--- config.mk ---
export PLATFORM = sky130hd
export DESIGN_NAME = sync_address_length_packet_deframer
export DESIGN_NICKNAME = d
export VERILOG_FILES = /design/src/rtl/core/salpd_pkg.sv /design/src/rtl/core/salpd_ram.sv /design/src/rtl/core/salpd_parser.sv /design/src/rtl/core/salpd_emitter.sv /design/src/rtl/core/sync_address_length_packet_deframer.sv
export SDC_FILE = /design/constraint.sdc
export NUM_CORES = 1
export LEC_CHECK = 0
export ABC_CLOCK_PERIOD_IN_PS = 3700
export BUFFER_PORTS_ARGS = -buffer_cell sky130_fd_sc_hd__buf_2
export CAP_MARGIN = 40
export CORE_ASPECT_RATIO = 1.4
export CORE_MARGIN = 2
export CORE_UTILIZATION = 35
export DETAILED_ROUTE_END_ITERATION = 8
export PLACE_DENSITY = 0.63
export RECOVER_POWER = 100
export SYNTH_ARGS = -nofsm -noshare
export SYNTH_HDL_FRONTEND = slang
export SYNTH_HIERARCHICAL = 1
export SYNTH_SLANG_ARGS = --single-unit
--- constraint.sdc ---
create_clock -name clk -period 3.7 [get_ports clk]
set_clock_uncertainty 0.2 [all_clocks]
set_input_delay 0.555 -clock clk [delete_from_list [all_inputs] [get_ports clk]]
set_output_delay 0.555 -clock clk [all_outputs]
set_load 0.1 [all_outputs]
--- src/rtl/core/salpd_pkg.sv ---
`default_nettype none

package salpd_pkg;

    localparam int DEF_MAX_PACKET_BYTES = 32;
    localparam int DEF_MIN_PACKET_BYTES = 7;
    localparam int DEF_LENGTH_POSITION  = 5;

    localparam int BYTE_W   = 8;
    localparam int POS_W    = 5;
    localparam int CFG_IDX_W = 2;

    localparam logic [BYTE_W-1:0] SYNC_VALUE_RESET     = 8'hAE;
    localparam logic [BYTE_W-1:0] DEVICE_ADDRESS_RESET = 8'h00;

    localparam logic [CFG_IDX_W-1:0] REG_DEVICE_ADDRESS = 2'd0;
    localparam logic [CFG_IDX_W-1:0] REG_SYNC_VALUE     = 2'd1;

    // hand-off from the parser to the read-out sequencer
    typedef struct packed {
        logic              start;
        logic [BYTE_W-1:0] len;
    } emit_req_t;

endpackage

`default_nettype wire

--- src/rtl/core/salpd_ram.sv ---
`default_nettype none

module salpd_ram #(
    parameter int WIDTH = 8,
    parameter int DEPTH = 32
) (
    input  wire logic                     clk,
    input  wire logic                     we,
    input  wire logic [$clog2(DEPTH)-1:0] waddr,
    input  wire logic [WIDTH-1:0]         wdata,
    input  wire logic                     re,
    input  wire logic [$clog2(DEPTH)-1:0] raddr,
    output logic      [WIDTH-1:0]         rdata
);

    logic [WIDTH-1:0] mem_reg [DEPTH];
    logic [WIDTH-1:0] rdata_reg;

    always_ff @(posedge clk)
    begin
        if (we)
        begin
            mem_reg[waddr] <= wdata;
        end
        // read data holds until the next read
        if (re)
        begin
            rdata_reg <= mem_reg[raddr];
        end
    end

    assign rdata = rdata_reg;

endmodule

`default_nettype wire

--- src/rtl/core/salpd_parser.sv ---
`default_nettype none

module salpd_parser #(
    parameter int MAX_PACKET_BYTES = 32,
    parameter int MIN_PACKET_BYTES = 7,
    parameter int LENGTH_POSITION  = 5
) (
    input  wire logic                                clk,
    input  wire logic                                rst_n,
    input  wire logic                                accept,
    input  wire logic [salpd_pkg::BYTE_W-1:0]        rx_byte,
    input  wire logic [salpd_pkg::BYTE_W-1:0]        device_address,
    input  wire logic [salpd_pkg::BYTE_W-1:0]        sync_value,
    output logic                                     wr_en,
    output logic [$clog2(MAX_PACKET_BYTES)-1:0]      wr_addr,
    output logic [salpd_pkg::BYTE_W-1:0]             wr_data,
    output salpd_pkg::emit_req_t                     emit_req
);

    import salpd_pkg::*;

    localparam int ADDR_W = $clog2(MAX_PACKET_BYTES);
    localparam int CNT_W  = $clog2(MAX_PACKET_BYTES + 1);
    localparam logic [CNT_W-1:0]  MAX_CNT  = CNT_W'(MAX_PACKET_BYTES);
    localparam logic [CNT_W-1:0]  HDR_CNT  = CNT_W'(LENGTH_POSITION + 1);
    localparam logic [BYTE_W-1:0] LEN_MIN  = BYTE_W'(MIN_PACKET_BYTES);
    localparam logic [BYTE_W-1:0] LEN_HDR  = BYTE_W'(LENGTH_POSITION + 1);
    localparam logic [BYTE_W-1:0] LEN_MAX  = BYTE_W'(MAX_PACKET_BYTES);

    typedef enum logic [2:0] {
        PH_SYNC1,
        PH_SYNC2,
        PH_ADDR,
        PH_HEADER,
        PH_BODY
    } phase_t;

    phase_t            phase_reg, phase_next;
    logic [CNT_W-1:0]  byte_count_reg, byte_count_next;
    logic [BYTE_W-1:0] decl_len_reg, decl_len_next;
    logic [CNT_W-1:0]  stored_count;
    logic              has_room;
    logic              len_ok;

    assign has_room     = byte_count_reg < MAX_CNT;
    assign stored_count = has_room ? byte_count_reg + CNT_W'(1) : byte_count_reg;
    assign len_ok       = (rx_byte >= LEN_MIN) && (rx_byte >= LEN_HDR) && (rx_byte <= LEN_MAX);

    assign wr_addr = byte_count_reg[ADDR_W-1:0];
    assign wr_data = rx_byte;

    always_comb
    begin
        phase_next      = phase_reg;
        byte_count_next = byte_count_reg;
        decl_len_next   = decl_len_reg;
        wr_en           = 1'b0;
        emit_req.start  = 1'b0;
        emit_req.len    = decl_len_reg;
        if (accept)
        begin
            case (phase_reg)
                PH_SYNC2, PH_ADDR:
                begin
                    if (rx_byte == ((phase_reg == PH_SYNC2) ? sync_value : device_address))
                    begin
                        wr_en           = has_room;
                        byte_count_next = stored_count;
                        phase_next      = (phase_reg == PH_SYNC2) ? PH_ADDR : PH_HEADER;
                    end
                    else
                    begin
                        byte_count_next = '0;
                        phase_next      = PH_SYNC1;
                    end
                end
                PH_HEADER:
                begin
                    wr_en           = has_room;
                    byte_count_next = stored_count;
                    // the length byte is the one arriving now
                    if (stored_count == HDR_CNT)
                    begin
                        if (len_ok)
                        begin
                            decl_len_next = rx_byte;
                            if (rx_byte == BYTE_W'(stored_count))
                            begin
                                emit_req.start  = 1'b1;
                                emit_req.len    = rx_byte;
                                byte_count_next = '0;
                                phase_next      = PH_SYNC1;
                            end
                            else
                            begin
                                phase_next = PH_BODY;
                            end
                        end
                        else
                        begin
                            byte_count_next = '0;
                            phase_next      = PH_SYNC1;
                        end
                    end
                end
                PH_BODY:
                begin
                    wr_en           = has_room;
                    byte_count_next = stored_count;
                    if (BYTE_W'(stored_count) >= decl_len_reg)
                    begin
                        emit_req.start  = 1'b1;
                        emit_req.len    = BYTE_W'(stored_count);
                        byte_count_next = '0;
                        phase_next      = PH_SYNC1;
                    end
                end
                default:
                begin
                    byte_count_next = '0;
                    phase_next      = PH_SYNC1;
                    if (rx_byte == sync_value)
                    begin
                        wr_en           = 1'b1;
                        byte_count_next = CNT_W'(1);
                        phase_next      = PH_SYNC2;
                    end
                end
            endcase
        end
    end

    always_ff @(posedge clk or negedge rst_n)
    begin
        if (!rst_n)
        begin
            phase_reg      <= PH_SYNC1;
            byte_count_reg <= '0;
            decl_len_reg   <= '0;
        end
        else
        begin
            phase_reg      <= phase_next;
            byte_count_reg <= byte_count_next;
            decl_len_reg   <= decl_len_next;
        end
    end

endmodule

`default_nettype wire

--- src/rtl/core/salpd_emitter.sv ---
`default_nettype none

module salpd_emitter #(
    parameter int MAX_PACKET_BYTES = 32
) (
    input  wire logic                                clk,
    input  wire logic                                rst_n,
    input  wire salpd_pkg::emit_req_t                emit_req,
    output logic                                     busy,
    output logic                                     rd_en,
    output logic [$clog2(MAX_PACKET_BYTES)-1:0]      rd_addr,
    input  wire logic [salpd_pkg::BYTE_W-1:0]        rd_data,
    output logic                                     out_valid,
    input  wire logic                                out_ready,
    output logic [salpd_pkg::BYTE_W-1:0]             packet_byte,
    output logic [salpd_pkg::POS_W-1:0]              byte_position,
    output logic                                     last_byte
);

    import salpd_pkg::*;

    localparam int ADDR_W = $clog2(MAX_PACKET_BYTES);
    localparam int CNT_W  = $clog2(MAX_PACKET_BYTES + 1);

    logic              busy_reg, busy_next;
    logic [CNT_W-1:0]  addr_reg, addr_next;
    logic [CNT_W-1:0]  len_reg, len_next;
    logic              pend_reg, pend_next;
    logic [POS_W-1:0]  pend_pos_reg, pend_pos_next;
    logic              pend_last_reg, pend_last_next;
    logic              out_valid_reg, out_valid_next;
    logic [BYTE_W-1:0] out_byte_reg, out_byte_next;
    logic [POS_W-1:0]  out_pos_reg, out_pos_next;
    logic              out_last_reg, out_last_next;
    logic              load;
    logic              issue;
    logic [CNT_W-1:0]  addr_inc;

    // RAM read data waits in the RAM output until the output register frees up
    assign load     = pend_reg && (!out_valid_reg || out_ready);
    assign issue    = busy_reg && (!pend_reg || load);
    assign addr_inc = addr_reg + CNT_W'(1);

    assign rd_en   = issue;
    assign rd_addr = addr_reg[ADDR_W-1:0];

    always_comb
    begin
        busy_next      = busy_reg;
        addr_next      = addr_reg;
        len_next       = len_reg;
        pend_next      = pend_reg;
        pend_pos_next  = pend_pos_reg;
        pend_last_next = pend_last_reg;
        out_valid_next = out_valid_reg;
        out_byte_next  = out_byte_reg;
        out_pos_next   = out_pos_reg;
        out_last_next  = out_last_reg;

        if (load)
        begin
            out_valid_next = 1'b1;
            out_byte_next  = rd_data;
            out_pos_next   = pend_pos_reg;
            out_last_next  = pend_last_reg;
            pend_next      = 1'b0;
        end
        else if (out_ready)
        begin
            out_valid_next = 1'b0;
        end

        if (issue)
        begin
            pend_next      = 1'b1;
            pend_pos_next  = POS_W'(addr_reg);
            pend_last_next = (addr_inc == len_reg);
            addr_next      = addr_inc;
            if (addr_inc == len_reg)
            begin
                busy_next = 1'b0;
            end
        end

        if (emit_req.start)
        begin
            busy_next = 1'b1;
            addr_next = '0;
            len_next  = CNT_W'(emit_req.len);
        end
    end

    always_ff @(posedge clk or negedge rst_n)
    begin
        if (!rst_n)
        begin
            busy_reg      <= 1'b0;
            addr_reg      <= '0;
            len_reg       <= '0;
            pend_reg      <= 1'b0;
            out_valid_reg <= 1'b0;
        end
        else
        begin
            busy_reg      <= busy_next;
            addr_reg      <= addr_next;
            len_reg       <= len_next;
            pend_reg      <= pend_next;
            out_valid_reg <= out_valid_next;
        end
    end

    always_ff @(posedge clk)
    begin
        pend_pos_reg  <= pend_pos_next;
        pend_last_reg <= pend_last_next;
        out_byte_reg  <= out_byte_next;
        out_pos_reg   <= out_pos_next;
        out_last_reg  <= out_last_next;
    end

    assign busy          = busy_reg;
    assign out_valid     = out_valid_reg;
    assign packet_byte   = out_byte_reg;
    assign byte_position = out_pos_reg;
    assign last_byte     = out_last_reg;

endmodule

`default_nettype wire

--- src/rtl/core/sync_address_length_packet_deframer.sv ---
`default_nettype none

// Packet deframer: takes one received byte per item, hunts for two sync bytes
// and the device address, gathers the header up to the length byte and then
// the body into a packet RAM. A received byte is taken whenever no packet is
// being read out. When the last byte of a valid packet arrives, input is held
// off while the packet is read out of the RAM, one byte per cycle while
// out_ready stays high (one RAM read port), so input stays blocked until every
// byte has been read from the RAM, longer if the output stalls; each byte leaves
// through the RAM read register and then the output register. Registers: index
// 0 device_address, index 1 sync_value; write them only while the block is idle.

module sync_address_length_packet_deframer #(
    parameter int MAX_PACKET_BYTES = salpd_pkg::DEF_MAX_PACKET_BYTES,
    parameter int MIN_PACKET_BYTES = salpd_pkg::DEF_MIN_PACKET_BYTES,
    parameter int LENGTH_POSITION  = salpd_pkg::DEF_LENGTH_POSITION
) (
    input  wire logic                               clk,
    input  wire logic                               rst_n,
    input  wire logic                               in_valid,
    output logic                                    in_ready,
    input  wire logic [salpd_pkg::BYTE_W-1:0]       rx_byte,
    output logic                                    out_valid,
    input  wire logic                               out_ready,
    output logic [salpd_pkg::BYTE_W-1:0]            packet_byte,
    output logic [salpd_pkg::POS_W-1:0]             byte_position,
    output logic                                    last_byte,
    input  wire logic                               cfg_valid,
    output logic                                    cfg_ready,
    input  wire logic [salpd_pkg::CFG_IDX_W-1:0]    cfg_index,
    input  wire logic [salpd_pkg::BYTE_W-1:0]       cfg_data
);

    import salpd_pkg::*;

    localparam int ADDR_W = $clog2(MAX_PACKET_BYTES);

    logic [BYTE_W-1:0] device_address_reg;
    logic [BYTE_W-1:0] sync_value_reg;
    logic              accept;
    logic              busy;
    logic              wr_en;
    logic [ADDR_W-1:0] wr_addr;
    logic [BYTE_W-1:0] wr_data;
    logic              rd_en;
    logic [ADDR_W-1:0] rd_addr;
    logic [BYTE_W-1:0] rd_data;
    emit_req_t         emit_req;

    assign cfg_ready = 1'b1;
    assign in_ready  = !busy;
    assign accept    = in_valid && in_ready;

    always_ff @(posedge clk or negedge rst_n)
    begin
        if (!rst_n)
        begin
            device_address_reg <= DEVICE_ADDRESS_RESET;
            sync_value_reg     <= SYNC_VALUE_RESET;
        end
        else if (cfg_valid && cfg_ready)
        begin
            case (cfg_index)
                REG_DEVICE_ADDRESS: device_address_reg <= cfg_data;
                REG_SYNC_VALUE:     sync_value_reg     <= cfg_data;
                default:            ;
            endcase
        end
    end

    salpd_parser #(
        .MAX_PACKET_BYTES (MAX_PACKET_BYTES),
        .MIN_PACKET_BYTES (MIN_PACKET_BYTES),
        .LENGTH_POSITION  (LENGTH_POSITION)
    ) u_parser (
        .clk            (clk),
        .rst_n          (rst_n),
        .accept         (accept),
        .rx_byte        (rx_byte),
        .device_address (device_address_reg),
        .sync_value     (sync_value_reg),
        .wr_en          (wr_en),
        .wr_addr        (wr_addr),
        .wr_data        (wr_data),
        .emit_req       (emit_req)
    );

    salpd_ram #(
        .WIDTH (BYTE_W),
        .DEPTH (MAX_PACKET_BYTES)
    ) u_store (
        .clk   (clk),
        .we    (wr_en),
        .waddr (wr_addr),
        .wdata (wr_data),
        .re    (rd_en),
        .raddr (rd_addr),
        .rdata (rd_data)
    );

    salpd_emitter #(
        .MAX_PACKET_BYTES (MAX_PACKET_BYTES)
    ) u_emitter (
        .clk           (clk),
        .rst_n         (rst_n),
        .emit_req      (emit_req),
        .busy          (busy),
        .rd_en         (rd_en),
        .rd_addr       (rd_addr),
        .rd_data       (rd_data),
        .out_valid     (out_valid),
        .out_ready     (out_ready),
        .packet_byte   (packet_byte),
        .byte_position (byte_position),
        .last_byte     (last_byte)
    );

endmodule

`default_nettype wire
# [Word level (Yosys, flattened, before mapping)]
# Memory sizes are Yosys's and may differ from the RTL's. A register that Yosys moved wholly into a read port is not among the register bits.
# Index checks and enable logic that the tools add are counted.
[totals] mem_bits_rw=256 memories=1 mem_bits_ro=0 output_inout_bits=17 in_bits=23 latchBits=0 regBits=68
[op_classes] n_reduce_logical=22 n_mux=38 magnitude_cmp=5 div_mod_pow=0 mul=0 add_sub_neg=2 n_bitwise=0 n_eq_ne=12 shift=0
[memory_table] name="u_store.mem_reg" depth=32 word_bits=8 read_ports=1 rd_ports_with_merged_regs=1 write_ports=1 line="salpd_ram.sv:16" text="logic [WIDTH-1:0] mem_reg [DEPTH];"
[ops] cell="$mux 6" n=8
[ops] cell="$mux 9" n=5
[ops] cell="$pmux 6 s3" n=1
[ops] cell="$pmux 9 s2" n=1
[ops] cell="$eq 8x8->1" n=2
[ops] cell="$ge 8x3->1 const B" n=2
[ops] cell="$mux 1" n=15
[ops] cell="$mux 3" n=5
[ops] cell="$add 6x1->6 const B" n=2
[ops] cell="$pmux 3 s3" n=1
[ops] cell="$eq 8x6->1" n=1
[ops] cell="$ge 6x8->1" n=1
[ops] cell="$le 8x6->1 const B" n=1
[ops] cell="$mux 8" n=1
[ops] cell="$reduce_bool 2->1" n=4
[ops] cell="$eq 3x2->1 const B" n=2
[ops] cell="$eq 6x3->1 const B" n=1
[ops] cell="$eq 6x6->1" n=1
[ops] cell="$lt 6x6->1 const B" n=1
[ops] cell="$reduce_and 2->1" n=3
[ops] cell="$logic_and 1x1->1" n=5
[ops] cell="$ne 2x1->1 const B" n=2
[ops] cell="$reduce_and 4->1" n=1
[ops] cell="$reduce_or 2->1" n=2
[ops] cell="other kinds (8)" n=11

# [Depth between registers and ports, before layout]
[logic_depth] depth_word=10 ltp_mapped=13 mapped_depth_nobuf=11

# [Cells and area by module]
# Netlist, hierarchy kept.
[modules_own_cells] mod="salpd_ram" n_inst=1 cells_per_inst=417 seq_area_each_um2=7927.6 area_per_inst_um2=10133.5
[modules_own_cells] mod="salpd_parser" n_inst=1 cells_per_inst=206 seq_area_each_um2=425.4 area_per_inst_um2=1791.7
[modules_own_cells] mod="salpd_emitter" n_inst=1 cells_per_inst=97 seq_area_each_um2=975.9 area_per_inst_um2=1403.8
[modules_own_cells] mod="sync_address_length_packet_deframer" n_inst=1 cells_per_inst=38 seq_area_each_um2=406.6 area_per_inst_um2=638.1

# [Least setup slack after synthesis]
# Ideal clock, no wire load.
[synth_timing] path_kind="flip-flop to flip-flop" from="reg u_parser.phase_reg[2]" to="mem u_store.mem_reg[0][0] (enable)" t_arrival_ps=3416 setup_ps=370 path_stages_with_launch=12 required_time_ps=3130 period_less_slack_ps=3986 setup_slack_ps=-286 cell_sequence="dfrtp_1 > buf_4 > or3b_1 > buf_4 > mux2i_1 > or4_4 > nor4_4 > o21bai_1 > a21boi_0 > or3b_2 > clkbuf_1 > nor2_1"
[synth_between] elab_chain_len=8
[synth_rtl] item="start: declaration" line="salpd_parser.sv:38" text="phase_t phase_reg, phase_next;"
[synth_rtl] item="start signal: assignment" line="salpd_parser.sv:143" text="phase_reg <= phase_next;"
[synth_rtl] item="$eq 3x1->1" line="salpd_parser.sv:62, salpd_parser.sv:65"
[synth_rtl] item="$mux 8" line="salpd_parser.sv:65" text="if (rx_byte == ((phase_reg == PH_SYNC2) ? sync_value : device_address))"
[synth_rtl] item="$eq 8x8->1" line="salpd_parser.sv:65"
[synth_rtl] item="$mux 1" line="salpd_parser.sv:65"
[synth_rtl] item="$pmux 1 s2 *" line="salpd_parser.sv:62" text="case (phase_reg)"
[synth_rtl] item="$mux 1 *" line="salpd_parser.sv:60" text="if (accept)"
[synth_rtl] item="net wr_en" line="sync_address_length_packet_deframer.sv:42" text="logic wr_en;"
[synth_rtl] item="$mux 1 *" line="salpd_ram.sv:21" text="if (we)"
[synth_rtl] item="$mux 1 (implied by the code) *" line="salpd_ram.sv:23" text="mem_reg[waddr] <= wdata;"
[synth_rtl] item="end: declaration" line="salpd_ram.sv:16"
# Mark *: on every way through the listed nets, which the timed path passes. The rest lies on a longest branch.

# [Final worst setup path]
[layout_timing] from="reg u_parser.phase_reg[1]" to="mem u_store.mem_reg[5][0] (enable)"
# The elaborated chain is that of the path after synthesis.

==> impl_metrics.csv <==
group,metric,value,unit
cts,clk_pin_slew,0.06,ns
final_layout,fin_nets,874,
floorplanning,start_util,35.4,%
placed_design,place_congestion,0.812,
yosys,syn_nets,787,
floorplanning,die-area,41500,sq um
floorplanning,io_pins,40,
timing,setup_slack,0.199,ns
final_layout,largest_reg_flops,256,
setup_path,cp.required,3.73,ns
power,p_per_area,453,nW/um^2
final_layout,layout-drive-gt1-share,28.9,%
cts,numCtsBuffers,29,
timing,slew_headroom,-21.5,%
detailed_routing,drc,0,
timing,max_freq,286,MHz
floorplanning,num_rows,86,
global_routing,grt_max_degree,39,
floorplanning,die_h,240,microns
detailed_routing,ant_nets,0,
floorplanning,core_area,39400,sq um
timing,setup_violations,0,
detailed_routing,routed_wl,28800,microns
yosys,syn_inst,756,
cts,clock_path_buffers,3,
yosys,synth_area,14000,sq um
yosys,yosys_warnings,6,
placed_design,post-place-ws,0.0426,ns
final_layout,diodes,0,
flow_run,cap_violations,3,
setup_path,cp-start-kind,"flop",
global_routing,grt_overflow_total,0,
cts,clkLatencyLatePin,0.55,ns
setup_path,end_kind,"flop",
detailed_routing,viasPerCell,4.98,
cts,cts_htree_levels,1,
final_layout,nFillCells,3638,
setup_path,critical_path.max_fanout,8,
cts,tritoncts,"yes",
timing,rsz0062_at_grt,"false",
status,status,"finished with violations",
timing,hold_viol,0,
cts,cts_resized,0,
placed_design,place_hpwl,20000,microns
global_routing,grt_util_all_layers,13.9,%
timing,min_period,3.50,ns
placed_design,placement.io_buffers,38,
timing,drv_slew,106,
min_path,hold_class,"in -> reg",
timing,setup_tns,0,ns
cts,clock_sinks,332,
detailed_routing,routedWlPerCell,20.8,microns
global_routing,antenna_found_initial,0,
detailed_routing,vias,6929,
global_routing,grt_pass1_wl,43900,microns
setup_path,critPathKind,"reg -> reg",
detailed_routing,drtIter0Drc,418,
power,leakage,0.00520,uW
cts,cts_setup_buffers,0,
cts,root_buffer,"clkbuf_16",
status,violations,"capacitance limit, slew limit",
power,total_power,7190,uW
yosys,syn_area_per_cell,18.5,sq um
cts,holdBufCountCts,1,
power,ir_worst_vdd,0.412,mV
detailed_routing,drt-pass1-iter-count,5,
timing,worst_slew_pin_slew,1.82,ns
final_layout,syn2layout_area_growth,13.6,%
global_routing,grt_pass1_vias,7322,
timing,min_period_over_period,94.6,%
setup_path,crit_arrival,3.53,ns
floorplanning,die_w,173,microns
==> cell type report <==
cell class	count	area (sq um)	share of cell area, %
Sequential cell	332	9740	61.4
Clock buffer	34	744	4.69
Inverter	22	82.6	0.521
Tap cell	528	661	4.17
Timing Repair Buffer	109	633	3.99
Multi-Input combinational cell	349	3860	24.4
Clock inverter	16	134	0.844
==> power by group <==
part | leakage [uW] | switching (uW) | internal [uW]
registers | 0.00320 | 26.3 | 4100
clock network | 0.000421 | 1270 | 1570
logic | 0.00157 | 139 | 84.7
==> critical path, cell delays in order (launching register included) <==
cell and delay [ns]:
dfrtp_1 0.37, or3b_1 0.42, mux2i_1 0.15, or4_4 0.52
nor4_4 0.30, o21bai_1 0.10, a21boi_1 0.16, buf_4 0.14
nand3b_1 0.32, nor2_1 0.20, clkbuf_2 0.28
==> final timing paths <==
| kind | start | to | slack, ns | cells past startpoint |
|---|---|---|---|---|
| setup / recovery | u_parser/phase_reg[1] | u_store/mem_reg[5][0] | 0.20 | 10 |
| hold / removal | cfg_data[0] | sync_value_reg[0] | 0.05 | 2 |
| setup reg to reg | u_parser/phase_reg[1] | u_store/mem_reg[5][0] | 0.20 | 10 |
| hold reg to reg | u_emitter/pend_pos_reg[3] | u_emitter/byte_position[3] | 0.22 | 0 |
| max in group asynchronous | rst_n | device_address_reg[6] | 0.83 | 3 |
| min in group asynchronous | rst_n | u_emitter/addr_reg[3] | 0.78 | 2 |
==> routing by layer <==
layer | global-route usage (%) | up-vias | routed length (microns)
met2 | 25.7 | 142 | 15400
met4 | 7.81 | 0 | 1510
met1 | 15.7 | 3591 | 11100
met3 | 1.49 | 60 | 908
li1 | - | 3136 | -
met5 | 0 | - | 0
==> cell usage in the layout (no fill, tap or decap), drive strengths merged, types with 6 or more instances in the layout <==
cell type	count
and2	7
buf	59
clkbuf	83
clkinv	11
dfrtp	43
edfxtp	284
ha	8
inv	22
mux2	42
mux4	80
nand2	13
nand2b	14
nand3	9
nand3b	7
nor2	47
nor3b	6
o21ai	6
xnor2	21
xor2	13
==> metrics by stage <==
step	hold slack [ns]	utilization, %	instances	area (sq um)
after floorplan	0.0594	-	756	14000
after global placement	0.202	38.4	1338	15100
after detailed placement	0.205	38.4	1339	15100
after CTS	0.0188	40.7	1390	16000
after global routing	0.0424	40.3	1390	15900
final	0.0460	40.3	1390	15900
Power figures use the tool's default switching activity.
